`config.mk`:
```
export PLATFORM = sky130hd
export DESIGN_NAME = sounding_digit_symbolizer_top
export DESIGN_NICKNAME = d
export VERILOG_FILES = /design/src/rtl/sds_pkg.sv /design/src/rtl/sounding_digit_symbolizer_top.sv
export SDC_FILE = /design/constraint.sdc
export NUM_CORES = 2
export LEC_CHECK = 0
export ABC_CLOCK_PERIOD_IN_PS = 17800
export BUFFER_PORTS_ARGS = -buffer_cell sky130_fd_sc_hd__buf_4
export CORE_AREA = 4 4 740 375
export DETAILED_ROUTE_END_ITERATION = 10
export DIE_AREA = 0 0 744 379
export SLEW_MARGIN = 10
export SYNTH_ARGS = -nofsm -noshare
export SYNTH_HDL_FRONTEND = slang
export SYNTH_SLANG_ARGS = --single-unit
```
`constraint.sdc`:
```
create_clock -name i_clk -period 17.8 [get_ports i_clk]
set_clock_uncertainty 0.15 [all_clocks]
set_input_delay 4.45 -clock i_clk [delete_from_list [all_inputs] [get_ports i_clk]]
set_output_delay 4.45 -clock i_clk [all_outputs]
set_load 0.02 [all_outputs]
```
`src/rtl/sds_pkg.sv`:
```
`timescale 1ns / 1ps
// ----------------------------------------------------------------------------
// sds_pkg
// Types, constants and small helpers shared by the sounding symbolizer.
// ----------------------------------------------------------------------------
package sds_pkg;

    // display unit codes
    localparam logic [1:0] UNIT_FEET   = 2'd0;
    localparam logic [1:0] UNIT_METRE  = 2'd1;
    localparam logic [1:0] UNIT_FATHOM = 2'd2;

    // configuration register indexes
    localparam logic CFG_UNIT   = 1'b0;
    localparam logic CFG_SAFETY = 1'b1;

    // token kinds
    localparam logic [1:0] KIND_DIGIT  = 2'd0;
    localparam logic [1:0] KIND_SWEPT  = 2'd1;
    localparam logic [1:0] KIND_UNREL  = 2'd2;
    localparam logic [1:0] KIND_ABOVE  = 2'd3;

    // digit position codes
    localparam logic [2:0] POS_0 = 3'd0;
    localparam logic [2:0] POS_1 = 3'd1;
    localparam logic [2:0] POS_2 = 3'd2;
    localparam logic [2:0] POS_3 = 3'd3;
    localparam logic [2:0] POS_4 = 3'd4;
    localparam logic [2:0] POS_5 = 3'd5;

    // Q16 unit factors
    localparam logic [17:0] Q16_FEET   = 18'd215013;
    localparam logic [17:0] Q16_FATHOM = 18'd35835;
    localparam logic [17:0] Q16_METRE  = 18'd65536;

    // widths
    localparam int MAG_W  = 24;   // clamped magnitude in cm
    localparam int SAFE_W = 17;
    localparam int A_W    = 26;   // hundredths of the display unit
    localparam int S_W    = 19;
    localparam int L_W    = 19;   // whole units

    // reciprocals for constant division
    localparam logic [25:0] RCP_100_32   = 26'd42949672;  // 2^32 / 100
    localparam logic [20:0] RCP_10_24    = 21'd1677721;   // 2^24 / 10
    localparam logic [17:0] RCP_100_24   = 18'd167772;
    localparam logic [14:0] RCP_1000_24  = 15'd16777;
    localparam logic [10:0] RCP_10000_24 = 11'd1677;

    typedef struct packed {
        logic [1:0] kind;
        logic [2:0] pos;
        logic [3:0] val;
    } t_token;

    typedef struct packed {
        logic neg;
        logic swept;
        logic unrel;
        logic feet;
        logic deep;
        logic lt1k;
        logic lt3k1;
        logic lt10k;
        logic lt100k;
        logic lt1m;
    } t_ctl;

    // leading digit saturates at nine
    function automatic logic [3:0] sat9(input logic [15:0] q);
        return (q > 16'd9) ? 4'd9 : q[3:0];
    endfunction

    function automatic t_token mk_tok(input logic [1:0] kind, input logic [2:0] pos,
                                      input logic [3:0] val);
        t_token t;
        t.kind = kind;
        t.pos  = pos;
        t.val  = val;
        return t;
    endfunction

endpackage

```
`src/rtl/sounding_digit_symbolizer_top.sv`:
```
`timescale 1ns / 1ps
// ----------------------------------------------------------------------------
// sounding_digit_symbolizer_top
// Turns one depth sounding into a run of sounding symbol tokens.
// ----------------------------------------------------------------------------
// channel   direction  handshake                       payload
// item in   in         i_start high, o_busy low        i_depth_cm, flags, quality
// tokens    out        o_valid strobe, no back-pressure o_deep_prefix .. o_last
// config    in         i_cfg_we, i_cfg_index           i_cfg_data
//
// An item passes seven register stages (clamp, unit multiply, rounding,
// divide by 100, digit multiplies, digit correction) and then a token buffer
// that sends one token a cycle, 1 to 7 tokens per item. The first token shows
// once the item leaves the last stage and is loaded into the buffer, which
// sets the sustained rate: it takes the next item only as it sends the last
// token of the current one. While a full buffer holds a finished item, the
// whole pipeline halts and o_busy is high; nothing is dropped. Synchronous
// reset clears the valids and buffer state and sets unit feet, safety 2000.
// ----------------------------------------------------------------------------
module sounding_digit_symbolizer_top #(
    parameter int DEPTH_BITS = 24
) (
    input  logic                   i_clk,
    input  logic                   i_rst_n,
    input  logic                   i_start,
    output logic                   o_busy,
    input  logic [DEPTH_BITS-1:0]  i_depth_cm,
    input  logic                   i_swept_flag,
    input  logic                   i_low_quality_flag,
    input  logic [3:0]             i_position_quality,
    input  logic                   i_cfg_we,
    input  logic                   i_cfg_index,
    input  logic [16:0]            i_cfg_data,
    output logic                   o_valid,
    output logic                   o_deep_prefix,
    output logic [1:0]             o_token_kind,
    output logic [2:0]             o_digit_position,
    output logic [3:0]             o_digit_value,
    output logic                   o_last
);
    import sds_pkg::*;

    // configuration registers
    logic [1:0]        r_unit;
    logic [SAFE_W-1:0] r_safety;

    always_ff @(posedge i_clk) begin
        if (!i_rst_n) begin
            r_unit   <= UNIT_FEET;
            r_safety <= 17'd2000;
        end else if (i_cfg_we) begin
            unique case (i_cfg_index)
                CFG_UNIT:   r_unit   <= i_cfg_data[1:0];
                CFG_SAFETY: r_safety <= i_cfg_data;
                default:    r_unit   <= r_unit;
            endcase
        end
    end

    // pipeline control
    logic       w_stall, w_adv, w_accept, w_free, w_load;
    logic [6:0] r_vld;

    assign w_stall  = r_vld[6] && !w_free;
    assign w_adv    = !w_stall;
    assign o_busy   = w_stall;
    assign w_accept = i_start && !w_stall;
    assign w_load   = r_vld[6] && w_free;

    always_ff @(posedge i_clk) begin
        if (!i_rst_n) begin
            r_vld <= '0;
        end else if (w_adv) begin
            r_vld <= {r_vld[5:0], w_accept};
        end
    end

    // stage 1 inputs: clamp and magnitude
    logic signed [32:0] w_ext, w_cm;
    logic [32:0]        w_abs;
    t_ctl               w_ctl0;

    always_comb begin
        w_ext = 33'($signed(i_depth_cm));
        if (w_ext > 33'sd4000000) begin
            w_cm = 33'sd9999900;
        end else if (w_ext < -33'sd100000) begin
            w_cm = 33'sd0;
        end else begin
            w_cm = w_ext;
        end
        w_abs        = (w_cm <= 33'sd0) ? 33'(-w_cm) : 33'(w_cm);
        w_ctl0       = '0;
        w_ctl0.neg   = (w_cm <= 33'sd0);
        w_ctl0.swept = i_swept_flag;
        w_ctl0.unrel = i_low_quality_flag ||
                       (i_position_quality >= 4'd2 && i_position_quality <= 4'd9);
        w_ctl0.feet  = (r_unit == UNIT_FEET);
    end

    // unit factor
    logic [17:0] w_fac;
    always_comb begin
        unique case (r_unit)
            UNIT_FEET:   w_fac = Q16_FEET;
            UNIT_FATHOM: w_fac = Q16_FATHOM;
            default:     w_fac = Q16_METRE;
        endcase
    end

    // stage registers
    t_ctl              r1_ctl, r2_ctl, r3_ctl, r4_ctl, r5_ctl, r6_ctl, r7_ctl;
    logic [MAG_W-1:0]  r1_mag;
    logic [41:0]       r2_p;
    logic [34:0]       r2_sp;
    logic [A_W-1:0]    r3_a, r4_a;
    logic [51:0]       r4_prod;
    logic [L_W-1:0]    r5_l, r6_l;
    logic [6:0]        r5_frac, r6_frac, r7_frac;
    logic [3:0]        r5_tenth, r6_tenth, r7_tenth;
    logic [39:0]       r6_p10;
    logic [36:0]       r6_p100;
    logic [33:0]       r6_p1000;
    logic [29:0]       r6_p10000;
    logic [3:0]        r7_d0, r7_d1, r7_d2, r7_d3;
    logic [3:0]        r7_s1, r7_s2, r7_s3, r7_s4;

    // rounding and nudge
    logic [A_W-1:0] w_a;
    logic [S_W-1:0] w_s;
    assign w_a = r2_p[41:16] + A_W'(r2_p[15]) + A_W'(1);
    assign w_s = r2_sp[34:16] + S_W'(r2_sp[15]);

    // control flags added at stages 3 and 4
    t_ctl n3_ctl, n4_ctl;
    always_comb begin
        n3_ctl        = r2_ctl;
        n3_ctl.deep   = !r2_ctl.neg && (w_a > A_W'(w_s));
        n4_ctl        = r3_ctl;
        n4_ctl.lt1k   = r3_a < A_W'(1000);
        n4_ctl.lt3k1  = r3_a < A_W'(3100);
        n4_ctl.lt10k  = r3_a < A_W'(10000);
        n4_ctl.lt100k = r3_a < A_W'(100000);
        n4_ctl.lt1m   = r3_a < A_W'(1000000);
    end

    // divide by 100 correction
    logic [19:0]    w_q0;
    logic [26:0]    w_r0;
    logic [L_W-1:0] w_l;
    logic [6:0]     w_frac;
    logic [14:0]    w_t;
    always_comb begin
        w_q0 = r4_prod[51:32];
        w_r0 = 27'(r4_a) - 27'(w_q0) * 27'd100;
        if (w_r0 >= 27'd100) begin
            w_l    = L_W'(w_q0 + 20'd1);
            w_frac = 7'(w_r0 - 27'd100);
        end else begin
            w_l    = L_W'(w_q0);
            w_frac = 7'(w_r0);
        end
        w_t = ({8'd0, w_frac} * 15'd205) >> 11;
    end

    // decimal quotients with correction
    logic [19:0] w_q1, w_q2, w_q3, w_q4, w_r;
    always_comb begin
        w_q1 = 20'(r6_p10[39:24]);
        w_r  = 20'(r6_l) - w_q1 * 20'd10;
        if (w_r >= 20'd10) w_q1 = w_q1 + 20'd1;
        w_q2 = 20'(r6_p100[36:24]);
        w_r  = 20'(r6_l) - w_q2 * 20'd100;
        if (w_r >= 20'd100) w_q2 = w_q2 + 20'd1;
        w_q3 = 20'(r6_p1000[33:24]);
        w_r  = 20'(r6_l) - w_q3 * 20'd1000;
        if (w_r >= 20'd1000) w_q3 = w_q3 + 20'd1;
        w_q4 = 20'(r6_p10000[29:24]);
        w_r  = 20'(r6_l) - w_q4 * 20'd10000;
        if (w_r >= 20'd10000) w_q4 = w_q4 + 20'd1;
    end

    // payload stages
    always_ff @(posedge i_clk) begin
        if (w_adv) begin
            r1_ctl <= w_ctl0;
            r1_mag <= w_abs[MAG_W-1:0];

            r2_ctl <= r1_ctl;
            r2_p   <= 42'(r1_mag) * 42'(w_fac);
            r2_sp  <= 35'(r_safety) * 35'(w_fac);

            r3_ctl <= n3_ctl;
            r3_a   <= w_a;

            r4_ctl  <= n4_ctl;
            r4_a    <= r3_a;
            r4_prod <= 52'(r3_a) * 52'(RCP_100_32);

            r5_ctl   <= r4_ctl;
            r5_l     <= w_l;
            r5_frac  <= w_frac;
            r5_tenth <= w_t[3:0];

            r6_ctl    <= r5_ctl;
            r6_l      <= r5_l;
            r6_frac   <= r5_frac;
            r6_tenth  <= r5_tenth;
            r6_p10    <= 40'(r5_l) * 40'(RCP_10_24);
            r6_p100   <= 37'(r5_l) * 37'(RCP_100_24);
            r6_p1000  <= 34'(r5_l) * 34'(RCP_1000_24);
            r6_p10000 <= 30'(r5_l) * 30'(RCP_10000_24);

            r7_ctl   <= r6_ctl;
            r7_frac  <= r6_frac;
            r7_tenth <= r6_tenth;
            r7_d0    <= 4'(20'(r6_l) - w_q1 * 20'd10);
            r7_d1    <= 4'(w_q1 - w_q2 * 20'd10);
            r7_d2    <= 4'(w_q2 - w_q3 * 20'd10);
            r7_d3    <= 4'(w_q3 - w_q4 * 20'd10);
            r7_s1    <= sat9(w_q1[15:0]);
            r7_s2    <= sat9(w_q2[15:0]);
            r7_s3    <= sat9(w_q3[15:0]);
            r7_s4    <= sat9(w_q4[15:0]);
        end
    end

    // token list assembly
    t_token     w_tok [8];
    logic [3:0] w_n;
    logic [3:0] w_lr;
    logic       w_done;

    always_comb begin
        for (int k = 0; k < 8; k++) w_tok[k] = '0;
        w_n    = 4'd0;
        w_done = 1'b0;
        w_lr   = r7_d0 + 4'(r7_frac >= 7'd50);
        if (r7_ctl.swept) begin
            w_tok[w_n[2:0]] = mk_tok(KIND_SWEPT, POS_0, 4'd0); w_n = w_n + 4'd1;
        end
        if (r7_ctl.unrel) begin
            w_tok[w_n[2:0]] = mk_tok(KIND_UNREL, POS_0, 4'd0); w_n = w_n + 4'd1;
        end
        // under ten
        if (r7_ctl.lt1k) begin
            w_done = 1'b1;
            if (r7_ctl.feet && !r7_ctl.neg) begin
                if (w_lr < 4'd10) begin
                    w_tok[w_n[2:0]] = mk_tok(KIND_DIGIT, POS_1, w_lr); w_n = w_n + 4'd1;
                end else begin
                    w_tok[w_n[2:0]] = mk_tok(KIND_DIGIT, POS_1, 4'd1); w_n = w_n + 4'd1;
                    w_tok[w_n[2:0]] = mk_tok(KIND_DIGIT, POS_0, 4'd0); w_n = w_n + 4'd1;
                end
            end else begin
                w_tok[w_n[2:0]] = mk_tok(KIND_DIGIT, POS_1, r7_d0); w_n = w_n + 4'd1;
                if (r7_tenth != 4'd0) begin
                    w_tok[w_n[2:0]] = mk_tok(KIND_DIGIT, POS_5, r7_tenth);
                    w_n = w_n + 4'd1;
                end
                if (r7_ctl.neg) begin
                    w_tok[w_n[2:0]] = mk_tok(KIND_ABOVE, POS_0, 4'd0); w_n = w_n + 4'd1;
                end
            end
        end
        // under thirty-one with a fraction
        if (!w_done && r7_ctl.lt3k1 && r7_frac != 7'd0) begin
            w_done = 1'b1;
            w_tok[w_n[2:0]] = mk_tok(KIND_DIGIT, POS_2, r7_s1); w_n = w_n + 4'd1;
            w_tok[w_n[2:0]] = mk_tok(KIND_DIGIT, POS_1, r7_d0); w_n = w_n + 4'd1;
            if (!r7_ctl.feet && r7_tenth != 4'd0) begin
                w_tok[w_n[2:0]] = mk_tok(KIND_DIGIT, POS_5, r7_tenth); w_n = w_n + 4'd1;
            end
            if (r7_ctl.neg) begin
                w_tok[w_n[2:0]] = mk_tok(KIND_ABOVE, POS_0, 4'd0); w_n = w_n + 4'd1;
            end
        end
        if (!w_done) begin
            priority if (r7_ctl.lt10k) begin
                if (r7_ctl.neg) begin
                    w_tok[w_n[2:0]] = mk_tok(KIND_DIGIT, POS_2, r7_s1); w_n = w_n + 4'd1;
                    w_tok[w_n[2:0]] = mk_tok(KIND_DIGIT, POS_1, r7_d0); w_n = w_n + 4'd1;
                    w_tok[w_n[2:0]] = mk_tok(KIND_ABOVE, POS_0, 4'd0); w_n = w_n + 4'd1;
                end else begin
                    w_tok[w_n[2:0]] = mk_tok(KIND_DIGIT, POS_1, r7_s1); w_n = w_n + 4'd1;
                    w_tok[w_n[2:0]] = mk_tok(KIND_DIGIT, POS_0, r7_d0); w_n = w_n + 4'd1;
                end
            end else if (r7_ctl.neg || r7_ctl.lt100k) begin
                w_tok[w_n[2:0]] = mk_tok(KIND_DIGIT, POS_2, r7_s2); w_n = w_n + 4'd1;
                w_tok[w_n[2:0]] = mk_tok(KIND_DIGIT, POS_1, r7_d1); w_n = w_n + 4'd1;
                w_tok[w_n[2:0]] = mk_tok(KIND_DIGIT, POS_0, r7_d0); w_n = w_n + 4'd1;
            end else if (r7_ctl.lt1m) begin
                w_tok[w_n[2:0]] = mk_tok(KIND_DIGIT, POS_2, r7_s3); w_n = w_n + 4'd1;
                w_tok[w_n[2:0]] = mk_tok(KIND_DIGIT, POS_1, r7_d2); w_n = w_n + 4'd1;
                w_tok[w_n[2:0]] = mk_tok(KIND_DIGIT, POS_0, r7_d1); w_n = w_n + 4'd1;
                w_tok[w_n[2:0]] = mk_tok(KIND_DIGIT, POS_4, r7_d0); w_n = w_n + 4'd1;
            end else begin
                w_tok[w_n[2:0]] = mk_tok(KIND_DIGIT, POS_3, r7_s4); w_n = w_n + 4'd1;
                w_tok[w_n[2:0]] = mk_tok(KIND_DIGIT, POS_2, r7_d3); w_n = w_n + 4'd1;
                w_tok[w_n[2:0]] = mk_tok(KIND_DIGIT, POS_1, r7_d2); w_n = w_n + 4'd1;
                w_tok[w_n[2:0]] = mk_tok(KIND_DIGIT, POS_0, r7_d1); w_n = w_n + 4'd1;
                w_tok[w_n[2:0]] = mk_tok(KIND_DIGIT, POS_4, r7_d0); w_n = w_n + 4'd1;
            end
        end
    end

    // token buffer, one token out per cycle
    t_token     r_tok [8];
    logic       r_act, r_deep;
    logic [2:0] r_idx, r_end;

    assign w_free = !r_act || (r_idx == r_end);

    always_ff @(posedge i_clk) begin
        if (!i_rst_n) begin
            r_act <= 1'b0;
            r_idx <= '0;
            r_end <= '0;
        end else if (w_load) begin
            r_act <= 1'b1;
            r_idx <= '0;
            r_end <= 3'(w_n - 4'd1);
        end else if (r_act) begin
            if (r_idx == r_end) begin
                r_act <= 1'b0;
            end else begin
                r_idx <= r_idx + 3'd1;
            end
        end
    end

    always_ff @(posedge i_clk) begin
        if (w_load) begin
            r_tok  <= w_tok;
            r_deep <= r7_ctl.deep;
        end
    end

    // result ports
    t_token w_cur;
    assign w_cur            = r_tok[r_idx];
    assign o_valid          = r_act;
    assign o_deep_prefix    = r_deep;
    assign o_token_kind     = w_cur.kind;
    assign o_digit_position = w_cur.pos;
    assign o_digit_value    = w_cur.val;
    assign o_last           = (r_idx == r_end);

endmodule
```
==> summary.txt <==
# setup viols final - 0
GRT Overall Usage - 15.9%
total number of vias - 60.2k
Critical Path Source Type - flop
Syn. warnings - 0
R2R depth - 42
CP top delay family - compound AO/OA/AOI/OAI gates
TritonCTS Sinks - 444
routed vias/inst - 5.09
CTS tree - done
arrival time at the worst endpoint - 11.40 ns
unrepaired setup endpoints after global routing - false
FILL cells - 27.5k
fin. max-slew vios - 0
Port Buf Inserts - 63
CTS Root Cell - clkbuf_16
multi-input combinational cell area - 61700 um2
commonest cells in the netlist - inv_1, ha_1, fa_1
hold path start - r1_ctl[6]
reg2reg start - r4_prod[35]
Final Hold Viols - 0
Syn Area/Cell - 9.91 um2
chip height - 379 um
FF/Latch Area - 13000 um2
crit path max-delay cell type - fa_1
crit path from - r4_prod[35]
starting density of the core - 29.9%
DRC Markers - 0
post-route ant nets - 0
row count - 135
worst path buffer plus inverter count - 6
grt total ovfl - 0
I/O pin total - 65
hold_buf cts - 0
Fmax - 0.0897 GHz
ys flop type - edfxtp_1
kind of end point of the critical path - flop
share of cells above drive strength 1 - 4.53%
register bit total from synthesis - 444
final WL - 223000 um
outcome - finished, final reports clean
CTS H-tree lvls - 2
DRT Pass-1 Iters - 9
final setup margin - 6.65 ns
top post-synthesis cells by area - fa_1, ha_1, edfxtp_1
R2R Path End - r5_tenth[3]
worst-case hold path end point - n3_ctl[6]
Tmin final - 11.15 ns
pre-CTS WS - 6.66 ns
Area Overhead vs Synth - 8.52%
syn nets - 10.7k
number of global-route vias before repair - 61.8k
initial antenna violation count - 4
post-synthesis cell area - 80800 um2
worst reg-to-reg setup slack - 6.65 ns
Reg clk slew, reported paths - 0.07 ns
Setup Buffers After CTS - 0
Slew @ Worst Pin - 1.22 ns
cells after synthesis - 8154
1st-iter DRT viols - 4841
Slew HR - 18.2%
Cell Area, Placed - 85800 um2
Final Non-Filler Cells - 11.8k
worst hold path type - flop to flop
sequential fraction of the synthesis area - 16.1%
Detailed Place HPWL - 178000 um
largest net degree at the start of global routing - 161
Worst path max stage delay - 0.50 ns
max-cap violation count - 0
first-pass GRT wire length - 354000 um
placed cells - 11.7k
Final GP Congestion - 1.01
setup TNS - 0 ns
CTS resizes - 0
Final Cell Area - 87700 um2
area leader, netlist - fa_1
Crit Path Category - flop to flop
post-synth top area share - 27.2%
period utilisation layout - 62.6%
CP max FO - 14
wire per inst - 18.9 um
CTS buffer count - 54
worst path required time - 18.05 ns
Clock Latency Late Sink - 0.66 ns
Core Area - 270000 um2
top-count cell post-synth - inv_1
die footprint - 282000 um2
Max clock buf depth - 3
die width - 744 um
worst hold stages - 0
EDFF count, synth - 411
Synth cell types - 97
Async S/R FF share, synth - 0%
fin nets - 10.7k
[stage by stage]
stage	utilization (%)	hold WS [ns]
2_1_floorplan	-	0.250
3_3_place_gp	31.8	0.252
3_5_place_dp	31.8	0.255
4_1_cts	32.5	0.243
5_1_grt	32.5	0.262
6_report	32.5	0.255
[cells in the final DEF (no fill, tap or decap), drive strengths merged, types with 117 or more instances in the layout]
cell type	synthesis	final
nor2	332	332
edfxtp	411	411
nor3	117	117
a21oi	349	349
nand3	129	129
ha	1391	1391
fa	1099	1099
inv	1418	1422
o21ai	365	365
nand2	458	458
buf	30	159
xnor2	219	219
[worst max-delay path by stage]
stage | end | slack [ns] | cells past startpoint
after floorplan | o_busy | 1.86 | 6
after global placement | r5_tenth[3] | 6.68 | 42
after detailed placement | r5_tenth[1] | 6.66 | 42
after CTS | r5_tenth[1] | 6.50 | 42
after global routing | r5_tenth[3] | 5.92 | 42
final | r5_tenth[3] | 6.65 | 42
[logic make-up (layout without fill, tap and decap cells)]
| kind of cell | after synthesis | after routing | synth area share, % |
|---|---|---|---|
| other | 0 | 1 | 0 |
| multiplexers | 60 | 60 | 1.03 |
| AO/OA/AOI/OAI | 1580 | 1580 | 13.0 |
| buffers and inverters | 1640 | 1682 | 7.63 |
| flip-flops | 444 | 444 | 16.1 |
| adder cells (fa/ha/maj) | 2490 | 2490 | 48.7 |
| XOR/XNOR | 330 | 330 | 3.59 |
| AND/OR/NAND/NOR | 1610 | 1610 | 9.88 |
[flip-flops by register name (all words and copies together), names as in the netlist, 5 cells and up]
signal / cells
r2_p: 27
r6_p10: 16
r5_l: 19
r_tok: 66
r6_frac: 7
r4_ctl: 10
r6_p10000: 6
r6_ctl: 10
n4_ctl: 5
r5_frac: 7
r_vld: 7
r1_mag: 24
r3_a: 26
r7_frac: 7
r5_ctl: 10
r6_p1000: 10
r2_sp: 20
r7_ctl: 10
r6_l: 19
r_safety: 17
r4_a: 26
r6_p100: 13
r4_prod: 20
[cell type report]
class	instances	share of cell area, %
clock inverters	44	0.580
flip-flops and latches	444	14.8
clock buffers	57	1.60
multi-input cells	6070	70.4
repair buffers	159	1.37
diodes	1	0.00285
well taps	3630	5.18
inverters	1422	6.08
[routing by layer]
metal	global-route usage [%]	routed length [um]	vias to the layer above
met1	21.3	97700	29500
met3	2.83	16500	510
met5	0	46	-
li1	-	-	28100
met2	25.6	100000	2113
met4	5.56	9100	6
Power is left out: the tool's default activity adds up to more than one toggle a clock period on the data nets, which glitch-free logic cannot reach.
